File: src/sv/mfe_pkg.sv
package mfe_pkg;

    localparam int FrameLen = 9;
    localparam int IdxW     = 4;
    localparam int ValW     = 16;
    localparam int ChkW     = 7;

    localparam logic [7:0]        HeaderByte = 8'hFF;
    localparam logic [IdxW-1:0]   LastIdx    = IdxW'(FrameLen - 1);

    // reciprocal division: an operand below the saturation limit fits AbsW bits
    localparam int AbsW   = 19;
    localparam int RecipW = 20;
    localparam int Shift  = 22;
    localparam int QW     = 15;

    localparam logic [RecipW-1:0] RecipTen  = 20'd419431;   // ceil(2^22 / 10)
    localparam logic [RecipW-1:0] RecipFive = 20'd838861;   // ceil(2^22 / 5)
    localparam logic [32:0]       LimitTen  = 33'd320010;   // 32001 * 10
    localparam logic [32:0]       LimitFive = 33'd160005;   // 32001 * 5
    localparam logic [QW-1:0]     SatMag    = 15'd32000;

    typedef logic [7:0] t_byte;

    // divide with truncation toward zero, clamp to +-32000, keep nonzero inputs nonzero
    function automatic logic [ValW-1:0] f_scale(
        input logic signed [31:0] mag,
        input logic [RecipW-1:0]  recip,
        input logic [32:0]        limit
    );
        logic [32:0]              abs_v;
        logic [AbsW+RecipW-1:0]   prod;
        logic [QW-1:0]            q;
        logic [ValW-1:0]          q_ext;
        abs_v = mag[31] ? 33'(-{mag[31], mag}) : {1'b0, mag};
        prod  = abs_v[AbsW-1:0] * recip;
        q     = prod[Shift+QW-1:Shift];
        if (abs_v >= limit) begin
            q = SatMag;
        end else if (q == '0 && mag != '0) begin
            q = QW'(1);
        end
        q_ext = {1'b0, q};
        return mag[31] ? ValW'(-q_ext) : q_ext;
    endfunction

endpackage

File: src/sv/magnitude_frame_encoder.sv
// an accepted item waits in the input register until the serializer is free, then is scaled into
//   the frame register, which offers its header byte first and its checksum byte last
// the frame leaves one byte at a time through the output port; the input register takes the next
//   item while the current frame is still going out
// reset: synchronous, active low; clears the valid flags and the byte counter
module magnitude_frame_encoder (
    input  logic                 i_clk,
    input  logic                 i_rst_n,
    input  logic                 i_valid,
    output logic                 o_stall,
    input  logic signed [31:0]   i_left_magnitude,
    input  logic signed [31:0]   i_right_magnitude,
    input  logic signed [31:0]   i_back_magnitude,
    output logic                 o_valid,
    input  logic                 i_stall,
    output mfe_pkg::t_byte       o_frame_byte,
    output logic                 o_last_byte
);
    import mfe_pkg::*;

    // input register
    logic               r_in_vld;
    logic signed [31:0] r_left;
    logic signed [31:0] r_right;
    logic signed [31:0] r_back;

    // frame register and byte counter
    logic               r_out_vld;
    logic [ValW-1:0]    r_left_val;
    logic [ValW-1:0]    r_right_val;
    logic [ValW-1:0]    r_back_val;
    logic [ChkW-1:0]    r_chk;
    logic [IdxW-1:0]    r_idx;

    logic [ValW-1:0]    n_left_val;
    logic [ValW-1:0]    n_right_val;
    logic [ValW-1:0]    n_back_val;
    logic [7:0]         n_sum;

    logic               in_take;
    logic               out_take;
    logic               frame_done;
    logic               load_frame;
    t_byte              frame_bytes [FrameLen];

    // handshakes
    assign out_take   = r_out_vld && !i_stall;
    assign frame_done = out_take && (r_idx == LastIdx);
    // the frame register frees up when empty or when its checksum byte leaves
    assign load_frame = r_in_vld && (!r_out_vld || frame_done);
    // the input register stalls only while it holds an item that cannot move on
    assign o_stall    = r_in_vld && !load_frame;
    assign in_take    = i_valid && !o_stall;

    // scaling: one reciprocal multiply per field plus clamp
    always_comb begin
        n_left_val  = f_scale(r_left,  RecipTen,  LimitTen);
        n_right_val = f_scale(r_right, RecipTen,  LimitTen);
        n_back_val  = f_scale(r_back,  RecipFive, LimitFive);
        // the two header bytes add up to 0xFE modulo 256
        n_sum = 8'hFE
              + n_left_val[7:0]  + n_left_val[15:8]
              + n_right_val[7:0] + n_right_val[15:8]
              + n_back_val[7:0]  + n_back_val[15:8];
    end

    always_ff @(posedge i_clk) begin
        if (!i_rst_n) begin
            r_in_vld <= 1'b0;
        end else if (in_take) begin
            r_in_vld <= 1'b1;
        end else if (load_frame) begin
            r_in_vld <= 1'b0;
        end
    end

    always_ff @(posedge i_clk) begin
        if (in_take) begin
            r_left  <= i_left_magnitude;
            r_right <= i_right_magnitude;
            r_back  <= i_back_magnitude;
        end
    end

    always_ff @(posedge i_clk) begin
        if (!i_rst_n) begin
            r_out_vld <= 1'b0;
            r_idx     <= '0;
        end else if (load_frame) begin
            r_out_vld <= 1'b1;
            r_idx     <= '0;
        end else if (frame_done) begin
            r_out_vld <= 1'b0;
            r_idx     <= '0;
        end else if (out_take) begin
            r_idx     <= r_idx + IdxW'(1);
        end
    end

    always_ff @(posedge i_clk) begin
        if (load_frame) begin
            r_left_val  <= n_left_val;
            r_right_val <= n_right_val;
            r_back_val  <= n_back_val;
            r_chk       <= n_sum[ChkW-1:0];
        end
    end

    // frame layout in transmission order: header, header, values low byte first, checksum
    assign frame_bytes[0] = HeaderByte;
    assign frame_bytes[1] = HeaderByte;
    assign frame_bytes[2] = r_left_val[7:0];
    assign frame_bytes[3] = r_left_val[15:8];
    assign frame_bytes[4] = r_right_val[7:0];
    assign frame_bytes[5] = r_right_val[15:8];
    assign frame_bytes[6] = r_back_val[7:0];
    assign frame_bytes[7] = r_back_val[15:8];
    assign frame_bytes[8] = {1'b0, r_chk};

    assign o_valid      = r_out_vld;
    assign o_frame_byte = frame_bytes[r_idx];
    assign o_last_byte  = (r_idx == LastIdx);

    // byte counter never runs past the checksum position
    a_idx_range: assert property (@(posedge i_clk) disable iff (!i_rst_n)
        r_out_vld |-> r_idx <= LastIdx)
        else $error("byte counter out of range");

    // checksum byte always has its top bit clear
    a_chk_msb: assert property (@(posedge i_clk) disable iff (!i_rst_n)
        (o_valid && o_last_byte) |-> !o_frame_byte[7])
        else $error("checksum byte has top bit set");

    // a freshly loaded frame starts with a header byte
    a_frame_start: assert property (@(posedge i_clk) disable iff (!i_rst_n)
        load_frame |=> (o_valid && o_frame_byte == HeaderByte && !o_last_byte))
        else $error("frame does not start with header");

    // with nothing queued, the end of a frame empties the output
    a_drain: assert property (@(posedge i_clk) disable iff (!i_rst_n)
        (frame_done && !r_in_vld) |=> !o_valid)
        else $error("output valid after last frame");

endmodule

File: config.mk
export PLATFORM = sky130hd
export DESIGN_NAME = magnitude_frame_encoder
export DESIGN_NICKNAME = d
export VERILOG_FILES = /design/src/sv/mfe_pkg.sv /design/src/sv/magnitude_frame_encoder.sv
export SDC_FILE = /design/constraint.sdc
export NUM_CORES = 1
export LEC_CHECK = 0
export BUFFER_PORTS_ARGS = -buffer_cell sky130_fd_sc_hd__buf_2
export CELL_PAD_IN_SITES_DETAIL_PLACEMENT = 0
export CELL_PAD_IN_SITES_GLOBAL_PLACEMENT = 1
export CORE_MARGIN = 4
export CORE_UTILIZATION = 40
export CTS_BUF_LIST = sky130_fd_sc_hd__clkbuf_8
export DETAILED_ROUTE_END_ITERATION = 8
export HOLD_SLACK_MARGIN = 0.06
export PLACE_DENSITY = 0.79
export SYNTH_ARGS = -nofsm -noshare
export SYNTH_HDL_FRONTEND = slang
export SYNTH_SLANG_ARGS = --single-unit
File: constraint.sdc
create_clock -name i_clk -period 14.9 [get_ports i_clk]
set_input_delay 3.725 -clock i_clk [delete_from_list [all_inputs] [get_ports i_clk]]
set_output_delay 3.725 -clock i_clk [all_outputs]
set_load 0.05 [all_outputs]
## After elaboration in Yosys (flattened, before gate mapping)

Cells that the tools add are included.

- Register bits after elaboration: 157
- Output and inout bits: 11
- Logic and storage cells: 74

- Add/subtract/negate cells: 13
- Multiply operators: 3
- $lt $le $gt $ge: 4
- Equality and inequality tests: 1
- Muxes and demuxes: 19
- Bitwise logic cells: 2
- Reduce and logical (&&, ||, !) cells: 22

Operators with widths:

| cell | count |
|---|---|
| 33-bit 2-to-1 mux | 3 |
| 33-bit negation | 3 |
| 32-bit nonzero test | 3 |
| 15-bit 2-to-1 mux | 6 |
| 19-bit by 19-bit multiplier with 37-bit output (second input constant) | 2 |
| 33-bit by 19-bit >= comparator with 1-bit output (second input constant) | 2 |
| 16-bit 2-to-1 mux | 3 |
| 15-bit negation with 16-bit output | 3 |
| 15-bit zero test | 3 |
| 19-bit by 20-bit multiplier with 37-bit output (second input constant) | 1 |
| 7-bit adder | 5 |
| 33-bit by 18-bit >= comparator with 1-bit output (second input constant) | 1 |
| 8-bit binary-select mux with 4-bit select | 1 |
| 8-bit 2-to-1 mux | 2 |
| 1-bit logical AND | 8 |
| 7-bit adder (first input constant) | 1 |
| 5-bit >= comparator (second input constant) | 1 |
| 4-bit NOT with 5-bit output | 1 |
| 4-bit by 1-bit adder with 4-bit output (second input constant) | 1 |
| 4-bit == test (second input constant) | 1 |
| 1-bit zero test | 4 |
| 1-bit 2-to-1 mux | 4 |
| 2-bit nonzero test | 2 |
| 3-bit OR reduction | 1 |
| other kinds (2) | 2 |

## Logic depth before layout (Yosys ltp)

Gate-level depths: netlist of the first run.

- Depth after elaboration: 15
- Gate-level depth with buffers: 56

## Worst setup path before layout of the first run

OpenSTA, ideal clock, no wires.

- Kind: flip-flop to flip-flop
- Start point: reg r_left[3]
- End point: reg r_chk[6] (data pin)
- Library setup time: 0.268 ns
- Arrival: 12.749 ns
- Required time: 14.632 ns
- Path slack: 1.884 ns
- Cell stages (with the launch flop): 53
- Clock period less this slack: 13.016 ns
- Cells stage by stage: edfxtp_1 clkbuf_1 nor4_4 nand4_1 o31ai_1 xor2_1 inv_1 ha_1 xor2_1 ha_1 inv_1 fa_1 inv_1 fa_1 fa_1 inv_1 fa_1 inv_1 [... 17 more ...] o21ai_0 a21oi_1 ha_1 fa_1 fa_1 fa_1 inv_1 ha_1 inv_1 fa_1 inv_1 a21o_1 a21oi_1 xnor2_1 xnor2_1 xor3_1 xnor2_1 xnor3_1

- Cells in the longest elaborated chain, start to end: 15
- Elaborated cells between the ends (all ways): 17
- Classes of those cells: add/sub (8); mul (1); order compare (1); mux (4); reduce/logical (3)

Ends and longest elaborated chain:

| what | line | text |
|---|---|---|
| start, declared | magnitude_frame_encoder.sv:23 | `logic signed [31:0] r_left;` |
| start signal, assigned | magnitude_frame_encoder.sv:79 | `r_left <= i_left_magnitude;` |
| 33-bit negation | mfe_pkg.sv:35 | `abs_v = mag[31] ? 33'(-{mag[31], mag}) : {1'b0, mag};` |
| 33-bit 2-to-1 mux | mfe_pkg.sv:35 |  |
| 19-bit by 19-bit multiplier with 37-bit output | mfe_pkg.sv:36 | `prod = abs_v[AbsW-1:0] * recip;` |
| 15-bit zero test | mfe_pkg.sv:40 | `end else if (q == '0 && mag != '0) begin` |
| 1-bit logical AND | mfe_pkg.sv:40 |  |
| 15-bit 2-to-1 mux | mfe_pkg.sv:40 |  |
| 15-bit 2-to-1 mux * | mfe_pkg.sv:38 | `if (abs_v >= limit) begin` |
| 15-bit negation with 16-bit output | mfe_pkg.sv:44 | `return mag[31] ? ValW'(-q_ext) : q_ext;` |
| 16-bit 2-to-1 mux * | mfe_pkg.sv:44 |  |
| 7-bit adder | magnitude_frame_encoder.sv:62 | `+ n_left_val[7:0] + n_left_val[15:8]` |
| 7-bit adder * | magnitude_frame_encoder.sv:62 |  |
| 7-bit adder * (2 in series) | magnitude_frame_encoder.sv:63 | `+ n_right_val[7:0] + n_right_val[15:8]` |
| 7-bit adder * (2 in series) | magnitude_frame_encoder.sv:64 | `+ n_back_val[7:0] + n_back_val[15:8];` |
| via n_sum[6] | magnitude_frame_encoder.sv:38 | `logic [7:0] n_sum;` |
| end signal, assigned | magnitude_frame_encoder.sv:105 | `r_chk <= n_sum[ChkW-1:0];` |
| end, declared | magnitude_frame_encoder.sv:32 | `logic [ChkW-1:0] r_chk;` |

The timed path passes the listed nets; every way through them passes the cells marked *.
A chain may end at the register's enable or synchronous reset.

## Final worst setup path of the first run

- Start point: reg r_right[3]
- End point: reg r_chk[6] (data pin)

- Cells in the longest elaborated chain, start to end: 13
- Elaborated cells between the ends (all ways): 15
- Classes of those cells: add/sub (6); mul (1); order compare (1); mux (4); reduce/logical (3)

Ends and longest elaborated chain:

| what | line | text |
|---|---|---|
| start, declared | magnitude_frame_encoder.sv:24 | `logic signed [31:0] r_right;` |
| start signal, assigned | magnitude_frame_encoder.sv:80 | `r_right <= i_right_magnitude;` |
| 33-bit negation | mfe_pkg.sv:35 |  |
| 33-bit 2-to-1 mux | mfe_pkg.sv:35 |  |
| 19-bit by 19-bit multiplier with 37-bit output | mfe_pkg.sv:36 |  |
| 15-bit zero test | mfe_pkg.sv:40 |  |
| 1-bit logical AND | mfe_pkg.sv:40 |  |
| 15-bit 2-to-1 mux | mfe_pkg.sv:40 |  |
| 15-bit 2-to-1 mux * | mfe_pkg.sv:38 |  |
| 15-bit negation with 16-bit output | mfe_pkg.sv:44 |  |
| 16-bit 2-to-1 mux * | mfe_pkg.sv:44 |  |
| via n_right_val[0] | magnitude_frame_encoder.sv:36 | `logic [ValW-1:0] n_right_val;` |
| 7-bit adder * (2 in series) | magnitude_frame_encoder.sv:63 |  |
| 7-bit adder * (2 in series) | magnitude_frame_encoder.sv:64 |  |
| via n_sum[6] | magnitude_frame_encoder.sv:38 |  |

Marked as above.

==> results of run 1 <==
-- cells by family after synthesis --
| group | Yosys count | synth area share (%) |
|---|---|---|
| fa+ha+maj | 858 | 45.6 |
| buf+inv | 831 | 10.5 |
| simple gates | 601 | 10.4 |
| compound gates | 495 | 11.2 |
| xor+xnor | 169 | 5.09 |
| flops | 157 | 15.7 |
| mux | 36 | 1.57 |
-- worst reg2reg max path: cells and delay by family, from the launching register on --
kind / cells / cell delay, ns
flip-flops: 1 / 0.53
buffers and inverters: 10 / 0.89
adder cells (fa/ha/maj): 13 / 6.05
AO/OA/AOI/OAI: 7 / 1.84
AND/OR/NAND/NOR: 10 / 2.77
XOR/XNOR: 7 / 1.61
-- flip-flops by register name, indices dropped and copies added (netlist names) --
name / cells
r_in_vld: 1
r_right: 32
r_chk: 7
r_left_val: 16
r_left: 32
o_valid: 1
r_idx: 4
r_back_val: 16
r_right_val: 16
r_back: 32
-- worst max path at each step --
stage	slack (ns)	start	end	cells after the start
2_1_floorplan	1.88	r_left[3]	r_chk[6]	52
3_3_place_gp	0.70	r_left[4]	r_chk[6]	52
3_5_place_dp	0.40	r_left[3]	r_chk[6]	52
4_1_cts	0.33	r_left[4]	r_chk[6]	52
5_1_grt	0.04	r_right[3]	r_chk[6]	47
6_report	0.92	r_right[3]	r_chk[6]	47
-- final cells by class --
class                           instances  area, um^2  share of cell area, %
Sequential cell                       157        4650                   14.5
Inverter                              777        2920                   9.10
Multi-Input combinational cell       2159       22000                   68.5
Timing Repair Buffer                  155         888                   2.77
Clock buffer                           17         234                  0.730
Tap cell                              959        1200                   3.74
Clock inverter                         15         191                  0.597
Antenna cell                            1        2.50                0.00780
-- cell usage in the layout (no fill, tap or decap), types with 7 or more instances in the layout --
| cell type | netlist | layout |
|---|---|---|
| or3_1 | 26 | 26 |
| o211ai_1 | 18 | 18 |
| and4_1 | 8 | 8 |
| a221oi_1 | 10 | 9 |
| edfxtp_1 | 151 | 151 |
| a211o_1 | 7 | 7 |
| o21ai_0 | 96 | 96 |
| o31ai_1 | 27 | 25 |
| o21bai_1 | 17 | 17 |
| nand3_1 | 39 | 39 |
| o2111ai_1 | 9 | 9 |
| a21oi_1 | 133 | 133 |
| nand2_1 | 142 | 142 |
| nand4_1 | 40 | 40 |
| clkbuf_8 | 0 | 17 |
| or2_2 | 13 | 13 |
| or4_1 | 18 | 18 |
| buf_4 | 0 | 45 |
| nand2b_1 | 17 | 17 |
| o41ai_1 | 12 | 12 |
| mux2i_1 | 23 | 23 |
| xnor2_1 | 108 | 107 |
| a22o_1 | 7 | 7 |
| nor2b_1 | 17 | 15 |
| o21a_1 | 15 | 15 |
| inv_1 | 776 | 776 |
| and3_1 | 11 | 11 |
| a41oi_1 | 8 | 8 |
| fa_1 | 370 | 370 |
| a21o_1 | 43 | 43 |
| nor2_1 | 134 | 133 |
| and2_1 | 20 | 20 |
| nor4_1 | 25 | 24 |
| mux4_2 | 8 | 8 |
| a211oi_1 | 19 | 19 |
| buf_2 | 1 | 110 |
| ha_1 | 488 | 487 |
| xor2_1 | 59 | 56 |
| a31oi_1 | 13 | 13 |
| nor3_1 | 61 | 61 |
-- per-layer routing --
layer  up-vias  global-route usage [%]
met3        89                    3.26
li1      10735                       -
met1     10927                    29.0
met4         0                    6.04
met2       565                    31.0
met5         -                       0
-- metrics by stage --
stage | utilization, % | cell area (um^2) | worst slack, ns
floorplan | - | 29700 | 1.88
global placement | 43.0 | 31500 | 0.700
detailed placement | 43.0 | 31500 | 0.397
CTS | 43.6 | 31900 | 0.325
global route | 43.8 | 32100 | 0.0433
finish | 43.8 | 32100 | 0.923
-- what timing repair did --
item / CTS / global route
setup endpoints to repair: 0 / 1
hold buffers: 0 / 0
buffers inserted: 0 / 15
gates resized for setup: 0 / 11
==> results.md, run 1 <==
- Crit Path Max Fanout: 7
- Worst-Skew Late Latency: 0.57 ns
- Mapped Area: 29700 um^2
- All-Layer GR Usage: 20.0%
- Slowest-stage cell, CP: or4_1
- Area leader, netlist: fa_1
- Seq/Total Area, Yosys: 15.7%
- # IOs: 111
- Final max-slew violation count: 0
- Clock Root Buffer: clkbuf_8
- Largest cells by area after synthesis: fa_1, ha_1, edfxtp_1, inv_1, xnor2_1
- Share of cells above drive strength 1: 7.44%
- Measured slew at the worst slew-check pin: 1.11 ns
- Die area: 78600 um^2
- Worst Reg-to-Reg Cells: 47
- Synthesized Nets: 4105
- DRC violations left: 0
- Fin crit share: 93.8%
- Yosys warning count: 0
- Antenna viol nets, final: 0
- WL met1: 36.7 mm
- Clk buf depth: 2
- Starting density of the core: 40.5%
- Worst path required time: 15.20 ns
- CTS tree: built
- Setup-failing EPs final: 0
- CP dominant cell by count: inv_1
- First-pass GRT wire length: 123 mm
- Max-cap violation count: 0
- Buf+Inv Stages, Crit Path: 10
- Final Hold Vio Count: 0
- DR iter-0 viols: around 1500
- Commonest cells post-synth: inv_1, ha_1, fa_1
- Worst setup SP type: flop
- Chip Width: 280 um
- DRT Pass-1 Iters: 7
- Post-synthesis average cell area: 9.43 um^2
- CP delay by family, top: adder cells
- Vias/cell: roughly 5.3
- Final std cells w/o fill: 4240
- Status: complete, no violations
- Via count: 22316
- Worst reg2reg path startpoint: r_right[3]
- Largest net degree at the start of global routing: 66
- Post-DP HPWL: 66.5 mm
- EDFF count, synth: 151
- CTS Buf Count: 17
- Hold WS: 0.508 ns
- Hold_sp: r_in_vld
- Type of the tightest min-delay check: reg -> reg
- RR Endpoint: r_chk[6]
- RSZ-0062 raised after global routing: no
- Post-synth ARST share: 0%
- DRT Wirelength: 77.0 mm
- Core Rows: a little under 100
- Clk_skew: 0.0263 ns
- Crit path DAT: 14.27 ns
- Hold endpoint: o_valid
- Initial antenna violation count: 1
- Port bufs: 110
- # clock sinks: around 160
- Synth Instances: 3147
- WL met3: 4.11 mm
- Share of the synthesized area in the top cell type: 25.0%
- Ys flop type: edfxtp_1
- Total core area: between 70000 and 80000 um^2
- Die H: 280 um
- Net count reported at finish: 4225
- Syn-to-layout area delta: 8.09%
- Overflow left after global routing: 0
- Worst slew margin: roughly a quarter
- H-tree depth: 4
- Synth unique cells: 89
- Routed WL per cell: between 15 and 20 um
- GPL Wtd Cong: 0.922
- Vias in the first global route: 22473
- Fmax: around 72 MHz
- R2R setup slack: 0.92 ns
- Crit. End Element: flop
- Critical Path Max Stage Delay: 0.59 ns
- Total Neg Setup Slack: 0 ns
- Min cycle time layout: 13.98 ns
- Worst Setup Path Type: reg -> reg
- Met2 WL: 34.1 mm
- Hold path cells: 2
- FILL cells: 7078
- Worst-path clk slew: 0.11 ns
- Post-synthesis register bit count: 157
- Max layer used: met4
- Most common cell in the netlist: inv_1
- Cell Count Post-Placement: 4192
Power of run 1 is not shown: default switching activity piles up to over one toggle a cycle in this logic, so the estimate is an artifact.
==> inputs of run 2 (changes only) <==
--- a/config.mk
+++ b/config.mk
@@ -15,3 +15,3 @@
 export HOLD_SLACK_MARGIN = 0.06
-export PLACE_DENSITY = 0.79
+export PLACE_DENSITY = 0.81
 export SYNTH_ARGS = -nofsm -noshare
==> constraint.sdc (replaced) <==
create_clock -name i_clk -period 12.5 [get_ports i_clk]
set_input_delay 1.25 -clock i_clk [delete_from_list [all_inputs] [get_ports i_clk]]
set_output_delay 1.25 -clock i_clk [all_outputs]
set_load 0.05 [all_outputs]
==> run 2 against run 1 <==
Effect of this change: the run now ends with negative setup slack left; final area up 11%; maximum frequency up 12%; via count up 5.5%; hold slack worse by 0.0016 ns; clock-buffer cell count unchanged; first-iteration DRC count down 25%; utilization up 4.7 points; register-to-register slack worse by 0.93 ns; sequential share of layout area down 1.4 points; critical endpoint unchanged.
==> results.md, run 2 (synthesized netlist as in run 1, its figures left out) <==
- Status: complete, but fails checks
- Violations in the final reports: negative setup slack
- Critical Path Max Stage Delay: 0.57 ns (-0.02 ns)
- DRT Pass-1 Iters: 7 (unchanged)
- Largest regs: r_back (32), r_left (32), r_right (32)
- Max-cap violation count: 0 (unchanged)
- Worst Setup Path Type: reg -> reg
- Total core area: 73200 um^2 (unchanged)
- Worst-path clk slew: 0.11 ns (about the same)
- RSZ-0062 raised after global routing: yes
- Worst slew margin: 35.3% (+10 points)
- Final Hold Vio Count: 0 (unchanged)
- Placement Cell Area: 34000 um^2 (+7.9%)
- CTS Buf Count: 17 (unchanged)
- Min cycle time layout: 12.51 ns (-1.47 ns)
- DRC violations left: 0 (unchanged)
- Clock Root Buffer: clkbuf_8
- Crit path DAT: 12.83 ns (-1.44 ns)
- Worst-Skew Late Latency: 0.57 ns (about the same)
- Port bufs: 110 (unchanged)
- Worst path required time: 12.82 ns (-2.38 ns)
- # IOs: 111 (unchanged)
- Overflow left after global routing: 0 (unchanged)
- Crit. End Element: flop
- DRT Wirelength: 80.5 mm (+4.5%)
- Hold WS: 0.506 ns (-0.00162 ns)
- Vias/cell: 5.14 (-2.3%)
- Share of cells above drive strength 1: 19.6% (+12 points)
- Commonest cells after routing, fill and taps aside: inv_1, ha_1, buf_4, fa_1, edfxtp_1
- Slowest-stage cell, CP: fa_1
- DR iter-0 viols: 1146 (-25%)
- Starting density of the core: 40.5% (unchanged)
- Measured slew at the worst slew-check pin: 0.968 ns (-0.144 ns)
- Chip Width: 280 um (unchanged)
- Routed WL per cell: 17.6 um (-3.1%)
- All-Layer GR Usage: 20.8% (+0.75 points)
- Multi-input logic area: 22900 um^2 (+4.1%)
- Die area: 78600 um^2 (unchanged)
- Cell Count Post-Placement: 4495 (+7.2%)
- Commonest non-fill, non-tap cell in the layout: inv_1
- Clk_skew: 0.0357 ns (+0.00942 ns)
- Via count: 23536 (+5.5%)
- H-tree depth: 4 (unchanged)
- Total Neg Setup Slack: -0.00909 ns (-0.00909 ns)
- CTS tree: built
- Fin crit share: 100% (+6.3 points)
- GPL Wtd Cong: 0.950 (+3.1%)
- Worst setup SP type: flop
- Setup-failing EPs final: 1 (+1)
- Core Rows: 99 (unchanged)
- Reg area: 4650 um^2 (unchanged)
- First-pass GRT wire length: 129 mm (+4.7%)
- Final std cells w/o fill: 4575 (+7.9%)
- Syn-to-layout area delta: 19.7%
- Type of the tightest min-delay check: reg -> reg
- Net count reported at finish: 4560 (+7.9%)
- FILL cells: 6874 (-2.9%)
- Initial antenna violation count: 3 (+2)
- Vias in the first global route: 24219 (+7.8%)
- Final max-slew violation count: 0 (unchanged)
- Clk buf depth: 2 (unchanged)
- Largest net degree at the start of global routing: 65 (-1.5%)
- Post-route cell area: 35500 um^2 (+11%)
- Final WS setup: -0.00909 ns (-0.932 ns)
- Crit Path Max Fanout: 5 (-2)
- Post-DP HPWL: 69.8 mm (+4.9%)
- Antenna viol nets, final: 0 (unchanged)
- Die H: 280 um (unchanged)
- Fmax: 79.9 MHz (+12%)
- # clock sinks: 157 (unchanged)
-- run 2: critical path, delay by kind of cell, from the launching register on --
family,cells,cell delay (ns)
XOR/XNOR,8,1.55
AO/OA/AOI/OAI,6,1.14
AND/OR/NAND/NOR,9,1.95
buffers and inverters,14,1.32
adder cells (fa/ha/maj),14,5.81
flip-flops,1,0.46
-- run 2: path summary, 6_finish.rpt --
| path | startpoint | end | slack (ns) | cells past startpoint |
|---|---|---|---|---|
| setup / recovery | r_right[0] | r_chk[6] | -0.009 | 51 |
| setup reg to reg | r_right[0] | r_chk[6] | -0.009 | 51 |
| hold reg to reg | r_in_vld | o_valid | 0.51 | 2 |
| hold / removal | r_in_vld | o_valid | 0.51 | 2 |
-- run 2: per-layer routing --
metal	share of wire, %	up-vias	global-route usage [%]
met2	47	537	33.8
met5	0	-	0
met3	5.8	106	3.60
met4	2.5	0	5.67
met1	45	11504	28.9
li1	-	11389	-
-- run 2: area by class of cell --
| type | count | area share (%) |
|---|---|---|
| antenna | 1 | 0.00705 |
| clock buffer | 17 | 0.659 |
| clock inverter | 15 | 0.581 |
| inverter | 777 | 8.21 |
| multi-input combinational | 2159 | 64.4 |
| sequential | 157 | 13.1 |
| tap | 959 | 3.38 |
| timing repair buffer | 490 | 9.64 |
-- run 2: what timing repair did --
action	in CTS	in global routing
hold buffers	0	0
setup buffers	6	41
resized for setup	21	129
pin swaps	6	78
setup endpoints to repair	1	1
-- run 2: metrics by stage --
stage | setup WS, ns | utilization, %
final | -0.00909 | 48.5
after global routing | -0.562 | 48.5
after floorplan | 0.00217 | -
after detailed placement | -0.298 | 46.4
after global placement | -0.217 | 46.4
after CTS | -0.147 | 47.2
Power of run 2 is left out for the same reason.
==> inputs of run 3 (changes only) <==
Settings changed: BUFFER_PORTS_ARGS -buffer_cell sky130_fd_sc_hd__buf_2 to not set, DONT_BUFFER_PORTS set to 1, PLACE_DENSITY 0.81 to 0.8.
==> run 3 against run 2 <==
Effect of this change: global-route usage grew 0.37 points; critical endpoint unchanged; via count grew 0.11%; the flow now finishes without violations; register-to-register slack gained 0.30 ns; hold slack lost 0.022 ns.
==> results.md, run 3 (synthesized netlist as in run 1, its figures left out) <==
- Vias in the first global route: 24279 (+0.25%)
- Commonest non-fill, non-tap cell in the layout: inv_1
- Fmax: 81.9 MHz (+2.4%)
- # clock sinks: 157 (unchanged)
- Worst path required time: 12.82 ns (about the same)
- Chip Width: 280 um (unchanged)
- # IOs: 111 (unchanged)
- Worst Setup Path Type: reg -> reg
- Clk_skew: 0.0307 ns (-0.00500 ns)
- Type of the tightest min-delay check: reg -> reg
- DRT Pass-1 Iters: 8 (+1)
- H-tree depth: 4 (unchanged)
- Slowest-stage cell, CP: fa_1
- Worst Reg-to-Reg Cells: 49 (-3.9%)
- All-Layer GR Usage: 21.2% (+0.37 points)
- Die H: 280 um (unchanged)
- Largest regs: r_back (32), r_left (32), r_right (32)
- Worst-path clk slew: 0.12 ns (about the same)
- Clock Root Buffer: clkbuf_8
- FILL cells: 6725 (-2.2%)
- Worst-Skew Late Latency: 0.57 ns (about the same)
- Initial antenna violation count: 12 (+9)
- Crit. End Element: flop
- RSZ-0062 raised after global routing: yes
- Total core area: 73200 um^2 (unchanged)
- Final core occ: 49.0% (+0.51 points)
- CTS Buf Count: 17 (unchanged)
- Die area: 78600 um^2 (unchanged)
- Measured slew at the worst slew-check pin: 1.01 ns (+0.0410 ns)
- Fin crit share: 97.7% (-2.4 points)
- GPL Wtd Cong: 0.951 (about the same)
- DRC violations left: 0 (unchanged)
- Share of cells above drive strength 1: 20.3% (+0.69 points)
- Setup-failing EPs final: 0 (-1)
- Final Hold Vio Count: 0 (unchanged)
- Worst slew margin: 32.6% (-2.7 points)
- Min cycle time layout: 12.21 ns (-0.298 ns)
- CP dominant cell by count: fa_1
- Worst setup endpoint: r_chk[6]
- Overflow left after global routing: 0 (unchanged)
- Port bufs: 0 (-100%)
- RR Endpoint: r_chk[6]
- Crit Path Max Fanout: 7 (+2)
- Worst Setup SP: r_right[3]
- Crit path DAT: 12.53 ns (-0.30 ns)
- Worst reg2reg path startpoint: r_right[3]
- Max-cap violation count: 0 (unchanged)
- R2R setup slack: 0.29 ns (+0.30 ns)
- Antenna viol nets, final: 0 (unchanged)
- Syn-to-layout area delta: 21.0%
- Status: complete, no violations
- Core Rows: 99 (unchanged)
- Commonest cells after routing, fill and taps aside: inv_1, ha_1, buf_4, fa_1, edfxtp_1
- Net count reported at finish: 4481 (-1.7%)
- Clk buf depth: 2 (unchanged)
- DR iter-0 viols: 1341 (+17%)
- Via count: 23562 (+0.11%)
- First-pass GRT wire length: 131 mm (+1.1%)
- Critical Path Max Stage Delay: 0.55 ns (-0.02 ns)
- Post-DP HPWL: 69.9 mm (+0.16%)
- Final max-slew violation count: 0 (unchanged)
- Largest net degree at the start of global routing: 65 (unchanged)
- Starting density of the core: 40.5% (unchanged)
- Vias/cell: 5.23 (+1.7%)
- DRT Wirelength: 82.0 mm (+1.9%)
- Routed WL per cell: 18.2 um (+3.5%)
- CTS tree: built
- Worst setup SP type: flop
[run 3: cell count changes in the layout (fill, tap and decap cells not counted), moves of 11 or more]
| cell | previous run | this run |
|---|---|---|
| buf_2 | 110 | 0 |
| ha_1 | 451 | 440 |
| ha_4 | 23 | 37 |
| inv_1 | 765 | 748 |
| inv_2 | 12 | 28 |
| buf_4 | 377 | 403 |
[run 3: final cells by class]
class,instances,area [um^2],share of cell area (%)
Antenna cell,9,22.5,0.0628
Multi-Input combinational cell,2159,23500,65.5
Sequential cell,157,4650,13.0
Clock buffer,17,234,0.652
Clock inverter,15,201,0.561
Timing Repair Buffer,411,3130,8.73
Inverter,777,2920,8.14
Tap cell,959,1200,3.34
[run 3: through the flow]
stage	setup TNS, ns	hold WS [ns]	setup slack [ns]	instances	area (um^2)
finish	0	0.485	0.289	4504	35900
global route	-0.313	0.541	-0.313	4502	35900
CTS	0	0.490	0.00118	4457	34800
detailed placement	-0.399	0.477	-0.399	4365	33300
global placement	-0.208	0.475	-0.208	4365	33300
floorplan	0	0.446	0.00217	3147	29900
[run 3: worst min-delay path by stage]
stage / start / to / slack, ns / depth (start not counted)
floorplan: r_in_vld / o_valid / 0.45 / 2
global placement: r_in_vld / o_valid / 0.47 / 2
detailed placement: r_in_vld / o_valid / 0.48 / 2
CTS: r_in_vld / o_valid / 0.49 / 2
global route: r_in_vld / o_valid / 0.54 / 2
finish: r_in_vld / o_valid / 0.48 / 2
[run 3: layer usage]
metal | track usage (%) | vias up | routed length [um]
met5 | 0 | - | 30
met4 | 6.37 | 4 | 1900
met3 | 3.38 | 104 | 3980
met2 | 34.2 | 509 | 38500
met1 | 29.4 | 11695 | 37600
li1 | - | 11250 | -
[run 3: worst max-delay path: cells and delay by family (launching register included)]
family                   cells  cell delay [ns]
AO/OA/AOI/OAI                7             1.34
XOR/XNOR                     7             1.30
adder cells (fa/ha/maj)     13             5.64
buffers and inverters       11             0.83
flip-flops                   1             0.51
AND/OR/NAND/NOR             11             2.29
[run 3: repair_timing]
item	in CTS	in global routing
setup endpoints to repair	1	1
hold buffers	0	0
buffers inserted	60	38
pin swaps	83	136
resized for setup	121	154
hold endpoints to repair	0	0
Power of run 3 is left out for the same reason.
